--- config.mk ---
export PLATFORM = sky130hd
export DESIGN_NAME = streaming_substring_search_top
export DESIGN_NICKNAME = d
export VERILOG_FILES = /design/src/sv/sss_pkg.sv /design/src/sv/streaming_substring_search_top.sv /design/src/sv/sss_cell.sv /design/src/sv/sss_out_buf.sv
export VERILOG_INCLUDE_DIRS = /design/src /design/src/sv
export SDC_FILE = /design/constraint.sdc
export NUM_CORES = 1
export LEC_CHECK = 0
export BUFFER_PORTS_ARGS = -buffer_cell sky130_fd_sc_hd__buf_2
export CAP_MARGIN = 25
export CELL_PAD_IN_SITES_DETAIL_PLACEMENT = 0
export CELL_PAD_IN_SITES_GLOBAL_PLACEMENT = 2
export CORE_MARGIN = 1.5
export CORE_UTILIZATION = 33
export DETAILED_ROUTE_END_ITERATION = 16
export HOLD_SLACK_MARGIN = 0.08
export PLACE_DENSITY_LB_ADDON = 0.1
export SETUP_SLACK_MARGIN = 0.3
export SLEW_MARGIN = 10
export SYNTH_ARGS = -nofsm -noshare
export SYNTH_HDL_FRONTEND = slang
export SYNTH_SLANG_ARGS = --single-unit
--- constraint.sdc ---
create_clock -name i_clk -period 4.9 [get_ports i_clk]
set_input_delay 0.245 -clock i_clk [delete_from_list [all_inputs] [get_ports i_clk]]
set_output_delay 0.245 -clock i_clk [all_outputs]
set_load 0.02 [all_outputs]
--- src/sv/streaming_substring_search_top_macros.svh ---
// Assertion macros shared by the substring search RTL.
`ifndef STREAMING_SUBSTRING_SEARCH_TOP_MACROS_SVH
`define STREAMING_SUBSTRING_SEARCH_TOP_MACROS_SVH

// Property checked at every clock edge outside reset.
`define SSS_ASSERT(label, clk, rst_n, prop, msg) \
    label: assert property (@(posedge clk) disable iff (!rst_n) prop) \
        else $error(msg);

// Condition that must never be seen outside reset.
`define SSS_ASSERT_NEVER(label, clk, rst_n, cond, msg) \
    `SSS_ASSERT(label, clk, rst_n, !(cond), msg)

`endif

--- src/sv/sss_pkg.sv ---
// Shared types and constants for the streaming substring search.
package sss_pkg;

    localparam int NEEDLE_MAX_DEF  = 16;
    localparam int OFFSET_BITS_DEF = 16;
    localparam int BYTE_W          = 8;
    localparam int CFG_DATA_W      = 64;
    localparam int CFG_INDEX_W     = 2;
    localparam int LEN_REG_W       = 5;
    localparam int MATCH_OFFSET_W  = 16;

    typedef enum logic [CFG_INDEX_W-1:0] {
        CFG_NEEDLE_LOW    = 2'd0,
        CFG_NEEDLE_HIGH   = 2'd1,
        CFG_NEEDLE_LENGTH = 2'd2
    } t_cfg_index;

    typedef struct packed {
        logic advance;
        logic clear;
    } t_cell_ctrl;

    typedef struct packed {
        logic                      found;
        logic [MATCH_OFFSET_W-1:0] offset;
    } t_result;

endpackage

--- src/sv/streaming_substring_search_top.sv ---
// Top level of the streaming substring search: cell chain, search control, output buffer.
//
//  channel   direction  signals                                   width
//  in        sink       i_in_valid / o_in_ready, i_char_in        8
//  out       source     o_out_valid / i_out_ready, o_found,       1 + 16
//                       o_match_offset
//  cfg       sink       i_cfg_valid / o_cfg_ready, i_cfg_index,   2 + 64
//                       i_cfg_data
//
// One byte per cycle while o_in_ready is high; all needle positions compared at once in the cell chain.
// A result is registered in the output buffer and offered from there after its byte is taken.
// Two-entry output buffer: input ready drops only while both entries are full.
// Synchronous reset clears the search state, needle registers and buffer.
module streaming_substring_search_top #(
    parameter int NEEDLE_MAX  = sss_pkg::NEEDLE_MAX_DEF,
    parameter int OFFSET_BITS = sss_pkg::OFFSET_BITS_DEF
) (
    input  logic                               i_clk,
    input  logic                               i_rst_n,
    input  logic                               i_in_valid,
    output logic                               o_in_ready,
    input  logic [sss_pkg::BYTE_W-1:0]         i_char_in,
    output logic                               o_out_valid,
    input  logic                               i_out_ready,
    output logic                               o_found,
    output logic [sss_pkg::MATCH_OFFSET_W-1:0] o_match_offset,
    input  logic                               i_cfg_valid,
    output logic                               o_cfg_ready,
    input  logic [sss_pkg::CFG_INDEX_W-1:0]    i_cfg_index,
    input  logic [sss_pkg::CFG_DATA_W-1:0]     i_cfg_data
);

    import sss_pkg::*;

    localparam int LEN_W = $clog2(NEEDLE_MAX + 1);
    localparam int SAT_W = (OFFSET_BITS > MATCH_OFFSET_W) ? OFFSET_BITS : MATCH_OFFSET_W;
    localparam logic [OFFSET_BITS-1:0] OFF_MAX = '1;

    logic [CFG_DATA_W-1:0]  r_needle_low;
    logic [CFG_DATA_W-1:0]  r_needle_high;
    logic [LEN_REG_W-1:0]   r_needle_length;
    logic [OFFSET_BITS-1:0] r_offset;
    logic                   r_done;
    logic [OFFSET_BITS-1:0] n_offset;
    logic                   n_done;

    logic [NEEDLE_MAX-1:0]  zero_byte;
    logic [NEEDLE_MAX-1:0]  hit_next;
    logic [NEEDLE_MAX-1:0]  hit;
    logic [NEEDLE_MAX-1:0]  len_sel;
    logic [LEN_W-1:0]       len_lim;
    logic [LEN_W-1:0]       len;
    t_cell_ctrl             ctrl;
    logic                   in_fire;
    logic                   is_term;
    logic                   empty_hit;
    logic                   match;
    logic [OFFSET_BITS-1:0] len_m1;
    logic [OFFSET_BITS-1:0] start;
    logic [SAT_W-1:0]       start_w;
    logic                   res_valid;
    t_result                res;
    t_result                out_res;
    logic                   buf_ready;

    assign o_cfg_ready = 1'b1;

    always_ff @(posedge i_clk) begin
        if (!i_rst_n) begin
            r_needle_low    <= '0;
            r_needle_high   <= '0;
            r_needle_length <= '0;
        end else if (i_cfg_valid) begin
            case (i_cfg_index)
                CFG_NEEDLE_LOW:    r_needle_low    <= i_cfg_data;
                CFG_NEEDLE_HIGH:   r_needle_high   <= i_cfg_data;
                CFG_NEEDLE_LENGTH: r_needle_length <= i_cfg_data[LEN_REG_W-1:0];
                default: ;
            endcase
        end
    end

    // Cell chain
    for (genvar g = 0; g < NEEDLE_MAX; g++) begin : g_cell
        logic [BYTE_W-1:0] needle_byte;
        logic              prev_hit;

        if (g < 8) begin : g_lo
            assign needle_byte = r_needle_low[BYTE_W*g +: BYTE_W];
        end else begin : g_hi
            assign needle_byte = r_needle_high[BYTE_W*(g-8) +: BYTE_W];
        end

        if (g == 0) begin : g_first
            assign prev_hit = 1'b1;
        end else begin : g_rest
            assign prev_hit = hit[g-1];
        end

        assign zero_byte[g] = (needle_byte == '0);
        assign len_sel[g]   = (len == LEN_W'(g + 1));

        sss_cell u_cell (
            .i_clk         (i_clk),
            .i_rst_n       (i_rst_n),
            .i_ctrl        (ctrl),
            .i_char        (i_char_in),
            .i_needle_byte (needle_byte),
            .i_enable      (LEN_W'(g) < len),
            .i_prev_hit    (prev_hit),
            .o_hit_next    (hit_next[g]),
            .o_hit         (hit[g])
        );
    end

    // Length in use: capped, cut at the first zero needle byte
    always_comb begin
        if (r_needle_length > LEN_REG_W'(NEEDLE_MAX)) begin
            len_lim = LEN_W'(NEEDLE_MAX);
        end else begin
            len_lim = r_needle_length[LEN_W-1:0];
        end
        len = len_lim;
        for (int i = NEEDLE_MAX - 1; i >= 0; i--) begin
            if (zero_byte[i] && (LEN_W'(i) < len_lim)) begin
                len = LEN_W'(i);
            end
        end
    end

    assign in_fire      = i_in_valid && o_in_ready;
    assign is_term      = (i_char_in == '0);
    assign ctrl.clear   = in_fire && is_term;
    assign ctrl.advance = in_fire && !is_term && !r_done && (len != '0);
    assign empty_hit    = in_fire && !is_term && !r_done && (len == '0);
    assign match        = ctrl.advance && ((hit_next & len_sel) != '0);

    assign len_m1 = OFFSET_BITS'(len) - OFFSET_BITS'(1);

    always_comb begin
        if (r_offset == OFF_MAX) begin
            start = OFF_MAX;
        end else if (r_offset >= len_m1) begin
            start = r_offset - len_m1;
        end else begin
            start = '0;
        end
        start_w = SAT_W'(start);
    end

    always_comb begin
        res_valid  = (ctrl.clear && !r_done) || empty_hit || match;
        res.found  = is_term ? (len == '0) : 1'b1;
        res.offset = '0;
        if (match) begin
            if (start_w > SAT_W'({MATCH_OFFSET_W{1'b1}})) begin
                res.offset = '1;
            end else begin
                res.offset = start_w[MATCH_OFFSET_W-1:0];
            end
        end
    end

    always_comb begin
        n_offset = r_offset;
        n_done   = r_done;
        if (ctrl.clear) begin
            n_offset = '0;
            n_done   = 1'b0;
        end else if (match || empty_hit) begin
            n_done = 1'b1;
        end else if (ctrl.advance && (r_offset != OFF_MAX)) begin
            n_offset = r_offset + OFFSET_BITS'(1);
        end
    end

    always_ff @(posedge i_clk) begin
        if (!i_rst_n) begin
            r_offset <= '0;
            r_done   <= 1'b0;
        end else begin
            r_offset <= n_offset;
            r_done   <= n_done;
        end
    end

    sss_out_buf u_out_buf (
        .i_clk    (i_clk),
        .i_rst_n  (i_rst_n),
        .i_valid  (res_valid),
        .i_result (res),
        .o_ready  (buf_ready),
        .o_valid  (o_out_valid),
        .i_ready  (i_out_ready),
        .o_result (out_res)
    );

    assign o_in_ready     = buf_ready;
    assign o_found        = out_res.found;
    assign o_match_offset = out_res.offset;

    `include "streaming_substring_search_top_macros.svh"

    `SSS_ASSERT(a_term_clears, i_clk, i_rst_n, ctrl.clear |=> (hit == '0 && r_offset == '0 && !r_done), "terminator left state")
    `SSS_ASSERT_NEVER(a_quiet_after_match, i_clk, i_rst_n, r_done && in_fire && !is_term && res_valid, "result after match")
    `SSS_ASSERT(a_done_holds, i_clk, i_rst_n, (r_done && !ctrl.clear) |=> r_done, "done flag dropped")
    `SSS_ASSERT(a_match_sets_done, i_clk, i_rst_n, match |=> (r_done && $stable(r_offset)), "match did not stop search")

endmodule

--- src/sv/sss_cell.sv ---
// One needle position: byte compare and prefix-hit flop of the shift-and chain.
module sss_cell (
    input  logic                     i_clk,
    input  logic                     i_rst_n,
    input  sss_pkg::t_cell_ctrl      i_ctrl,
    input  logic [sss_pkg::BYTE_W-1:0] i_char,
    input  logic [sss_pkg::BYTE_W-1:0] i_needle_byte,
    input  logic                     i_enable,
    input  logic                     i_prev_hit,
    output logic                     o_hit_next,
    output logic                     o_hit
);

    logic r_hit;
    logic n_hit;

    assign o_hit_next = i_prev_hit && i_enable && (i_char == i_needle_byte);
    assign o_hit      = r_hit;

    always_comb begin
        n_hit = r_hit;
        if (i_ctrl.clear) begin
            n_hit = 1'b0;
        end else if (i_ctrl.advance) begin
            n_hit = o_hit_next;
        end
    end

    always_ff @(posedge i_clk) begin
        if (!i_rst_n) begin
            r_hit <= 1'b0;
        end else begin
            r_hit <= n_hit;
        end
    end

endmodule

--- src/sv/sss_out_buf.sv ---
// Two-entry output register with skid stage for result transactions.
module sss_out_buf (
    input  logic             i_clk,
    input  logic             i_rst_n,
    input  logic             i_valid,
    input  sss_pkg::t_result i_result,
    output logic             o_ready,
    output logic             o_valid,
    input  logic             i_ready,
    output sss_pkg::t_result o_result
);

    import sss_pkg::*;

    logic    r_out_valid;
    logic    r_skid_valid;
    t_result r_out;
    t_result r_skid;
    logic    out_fire;

    assign out_fire = r_out_valid && i_ready;
    assign o_ready  = !r_skid_valid;
    assign o_valid  = r_out_valid;
    assign o_result = r_out;

    always_ff @(posedge i_clk) begin
        if (!i_rst_n) begin
            r_out_valid  <= 1'b0;
            r_skid_valid <= 1'b0;
        end else begin
            if (r_skid_valid) begin
                if (out_fire) begin
                    r_out        <= r_skid;
                    r_skid_valid <= 1'b0;
                end
            end else if (i_valid) begin
                if (!r_out_valid || out_fire) begin
                    r_out       <= i_result;
                    r_out_valid <= 1'b1;
                end else begin
                    r_skid       <= i_result;
                    r_skid_valid <= 1'b1;
                end
            end else if (out_fire) begin
                r_out_valid <= 1'b0;
            end
        end
    end

    `include "streaming_substring_search_top_macros.svh"

    `SSS_ASSERT(a_skid_needs_out, i_clk, i_rst_n, r_skid_valid |-> r_out_valid, "skid without output")
    `SSS_ASSERT(a_skid_drains, i_clk, i_rst_n, (r_skid_valid && i_ready) |=> !r_skid_valid, "skid held")
    `SSS_ASSERT_NEVER(a_no_fill_when_full, i_clk, i_rst_n, r_skid_valid && i_valid, "write to full buffer")

endmodule

==> impl_metrics.toml <==
[synth]
yosys.area.top_type = "dfxtp_1"
ys_top_cells_by_area = "dfxtp_1 (29%), nand2_1 (11%), edfxtp_1 (8.9%)"
synthTopCellsByCount = "nand2_1 (344), dfxtp_1 (167), a21boi_0 (129)"
yosysWarnings = 0
async_reset_ff_share_pct = 0
synth_most_common_cell = "nand2_1"
synth_edf_count = 34
synth-main-ff-cell = "dfxtp_1"
synth.top_cell.area_share_pct = 29.1
yosysSeqAreaShare_pct = 38.0
synth_area_um2 = 11500
ys_ff_latch = 201
syn_area_per_cell_um2 = 8.15
syn-instance-count = 1407
syn_nets = 1511
synth.distinct_cells = 80

[route]
drcViolationCount = 0
first_pass_iters = 5
viasPerCell = 5.08
num_vias = 10600
drt-total-wl_um = 39900
ant_nets = 0
drt_iter0_markers = 627
post_drt_wl_per_cell_um = 19.1

[die]
io_pins = 99
dieArea_um2 = 35900
chipWidth_um = 189
start_util_pct = 33.4
core_area_um2 = 34400
rows = 68
die_h_um = 189

[critical_path]
cp-endpoint = "u_out_buf.o_result[4]"
r2r_end = "u_out_buf.o_result[4]"
r2r.worst_path.cells = 22
reg2reg_slack_ns = 0.20
cp-end-kind = "flip-flop"
cp_max_fo = 7
crit_start = "r_needle_high[48]"
arrival_ns = 4.96
worstReg2RegStart = "r_needle_high[48]"
critPathKind = "reg2reg"
start_kind = "flip-flop"
required_ns = 5.17

[final_layout]
final_nets = 1715
drive_gt1_share_pct = 20.1
diodes = 0
fin_util_pct = 43.5
area_growth_pct = 30.4

[sta]
fmax_mhz = 213
setup_viol = 0
timing.final.crit_period_ns = 4.70
worst_slew_pin_slew_ns = 0.921
finalWorstSetupSlack_ns = 0.205
slew_violations = 0
timing.final.hold_violations = 0
min_period_over_period_pct = 95.8
rsz0062_at_grt = "true"
relSlewSlack_pct = 38.6
final.setup_skew_ns = 0.0168

[clock_tree]
clk_path_buf_depth = 3
htreeDepth = 1
cts_root_buf = "clkbuf_16"
cts.sinks = 201
cts_tree = "done"
cts_buffers = 26
clk_pin_slew_ns = 0.06
clk_latency_ns = 0.54

[power]
p_leak_nw = 5.52
p_per_area_nw_per_um2 = 344
max-vdd-ir-drop_mv = 0.253
total_power_mw = 5.15

[grt]
grt.overflow.total = 0
grt_use_total_pct = 22.3
grt_start_max_net_pins = 77
grt_pass1_vias = 10600
antenna_found_initial = 1
grt_pass1_wl_um = 62700

[hold_path]
hold_path_class = "in2reg"

[placed_design]
post-place-ws_ns = 0.0454
gp_congestion = 0.860
io_buffer_count = 97
dp_hpwl_um = 28300

[job]
cap_viol_max_count = 0

[run_status]
status = "finished, final reports clean"
-- cell usage in the layout (no fill, tap or decap), types with 21 or more instances in the layout --
master and n:
xnor2_1 94, nand3_1 53, nand4_1 37, a21boi_0 129, xor2_1 58, o21ai_0 27, nor3_1 21, nand2_1 342
nor4_1 39, buf_4 86, nor2_1 62, a21oi_1 33, dlygate4sd3_1 65, buf_2 96, clkbuf_16 28, dfxtp_1 164
edfxtp_1 34
-- routing by layer --
| metal | vias up | GRT usage (%) | part of all wire [%] |
|---|---|---|---|
| met5 | - | 0 | 0 |
| met1 | 5042 | 29.9 | 47 |
| met3 | 49 | 2.26 | 2.9 |
| li1 | 5324 | - | - |
| met2 | 175 | 38.4 | 48 |
| met4 | 0 | 4.85 | 2.1 |
-- power by group --
part | internal [mW] | total [mW] | switching, mW | leakage, nW
Clock | 1.20 | 1.98 | 0.776 | 0.439
Combinational | 0.561 | 1.38 | 0.824 | 3.45
Sequential | 1.74 | 1.79 | 0.0498 | 1.63
-- worst min path at each step --
stage,startpoint,endpoint,slack [ns],cells past startpoint
6_report,i_rst_n,u_out_buf.o_valid,0.26,2
5_1_grt,i_rst_n,u_out_buf.o_valid,0.30,2
4_1_cts,i_rst_n,u_out_buf.o_valid,0.26,2
3_5_place_dp,g_cell[6].u_cell.o_hit,g_cell[6].u_cell.o_hit,0.45,2
3_3_place_gp,g_cell[6].u_cell.o_hit,g_cell[6].u_cell.o_hit,0.45,2
2_1_floorplan,i_cfg_data[0],r_needle_high[0],0.39,2
-- critical path, stage by stage, from the launching register on --
cell and delay (ns):
dfxtp_2 0.32, or4_4 0.58, or2_4 0.29, o2bb2ai_4 0.14, a21o_1 0.21, a31o_4 0.25, a21oi_4 0.23, buf_6 0.13
ha_4 0.20, fa_2 0.35, a21o_1 0.20, a21oi_2 0.13, o21bai_1 0.09, a21oi_2 0.17, o21ai_2 0.07, nand4_1 0.11
nand4b_1 0.14, nand3_1 0.14, a21oi_2 0.08, o211ai_2 0.23, buf_6 0.16, buf_12 0.12, o21ai_0 0.08
-- through the flow --
stage	setup TNS (ns)	area (um2)	hold slack, ns	std cells
global route	0	15000	0.304	2085
global placement	-0.0224	12800	0.449	1945
detailed placement	0	12800	0.454	1945
CTS	0	14700	0.263	2075
finish	0	15000	0.260	2085
floorplan	0	11500	0.390	1407
-- cell families after synthesis --
family | after synthesis | synth area share, %
compound gates | 287 | 17.9
xor+xnor | 153 | 11.7
fa+ha+maj | 25 | 2.79
buf+inv | 94 | 3.35
flops | 201 | 38.0
mux | 8 | 0.709
other cells | 1 | 0.0327
simple gates | 638 | 25.5
-- flip-flops by register name, indices dropped and copies added, names as in the netlist --
signal / cells
r_needle_high: 64
r_needle_low: 64
u_out_buf.o_result: 17
u_out_buf.r_skid: 17
r_offset: 16
g_cell.u_cell.o_hit: 15
r_needle_length: 5
r_done: 1
u_out_buf.o_valid: 1
u_out_buf.r_skid_valid: 1
-- cell type report --
class	count	area, um2
clock buffer	38	777
timing repair buffer	258	1970
fill	3563	19400
sequential	201	4370
tap	455	569
multi-input combinational	1112	7120
inverter	12	47.5
clock inverter	9	100
-- repair_timing --
item / in CTS / in global routing
hold buffers: 65 / 0
endpoints found under the hold margin: 134 / 0
setup endpoints to repair: 66 / 78
resized for setup: 32 / 59
gates cloned: 2 / 1
pin swaps: 7 / 37
setup buffers: 16 / 9
(Power assumes the default switching activity.)
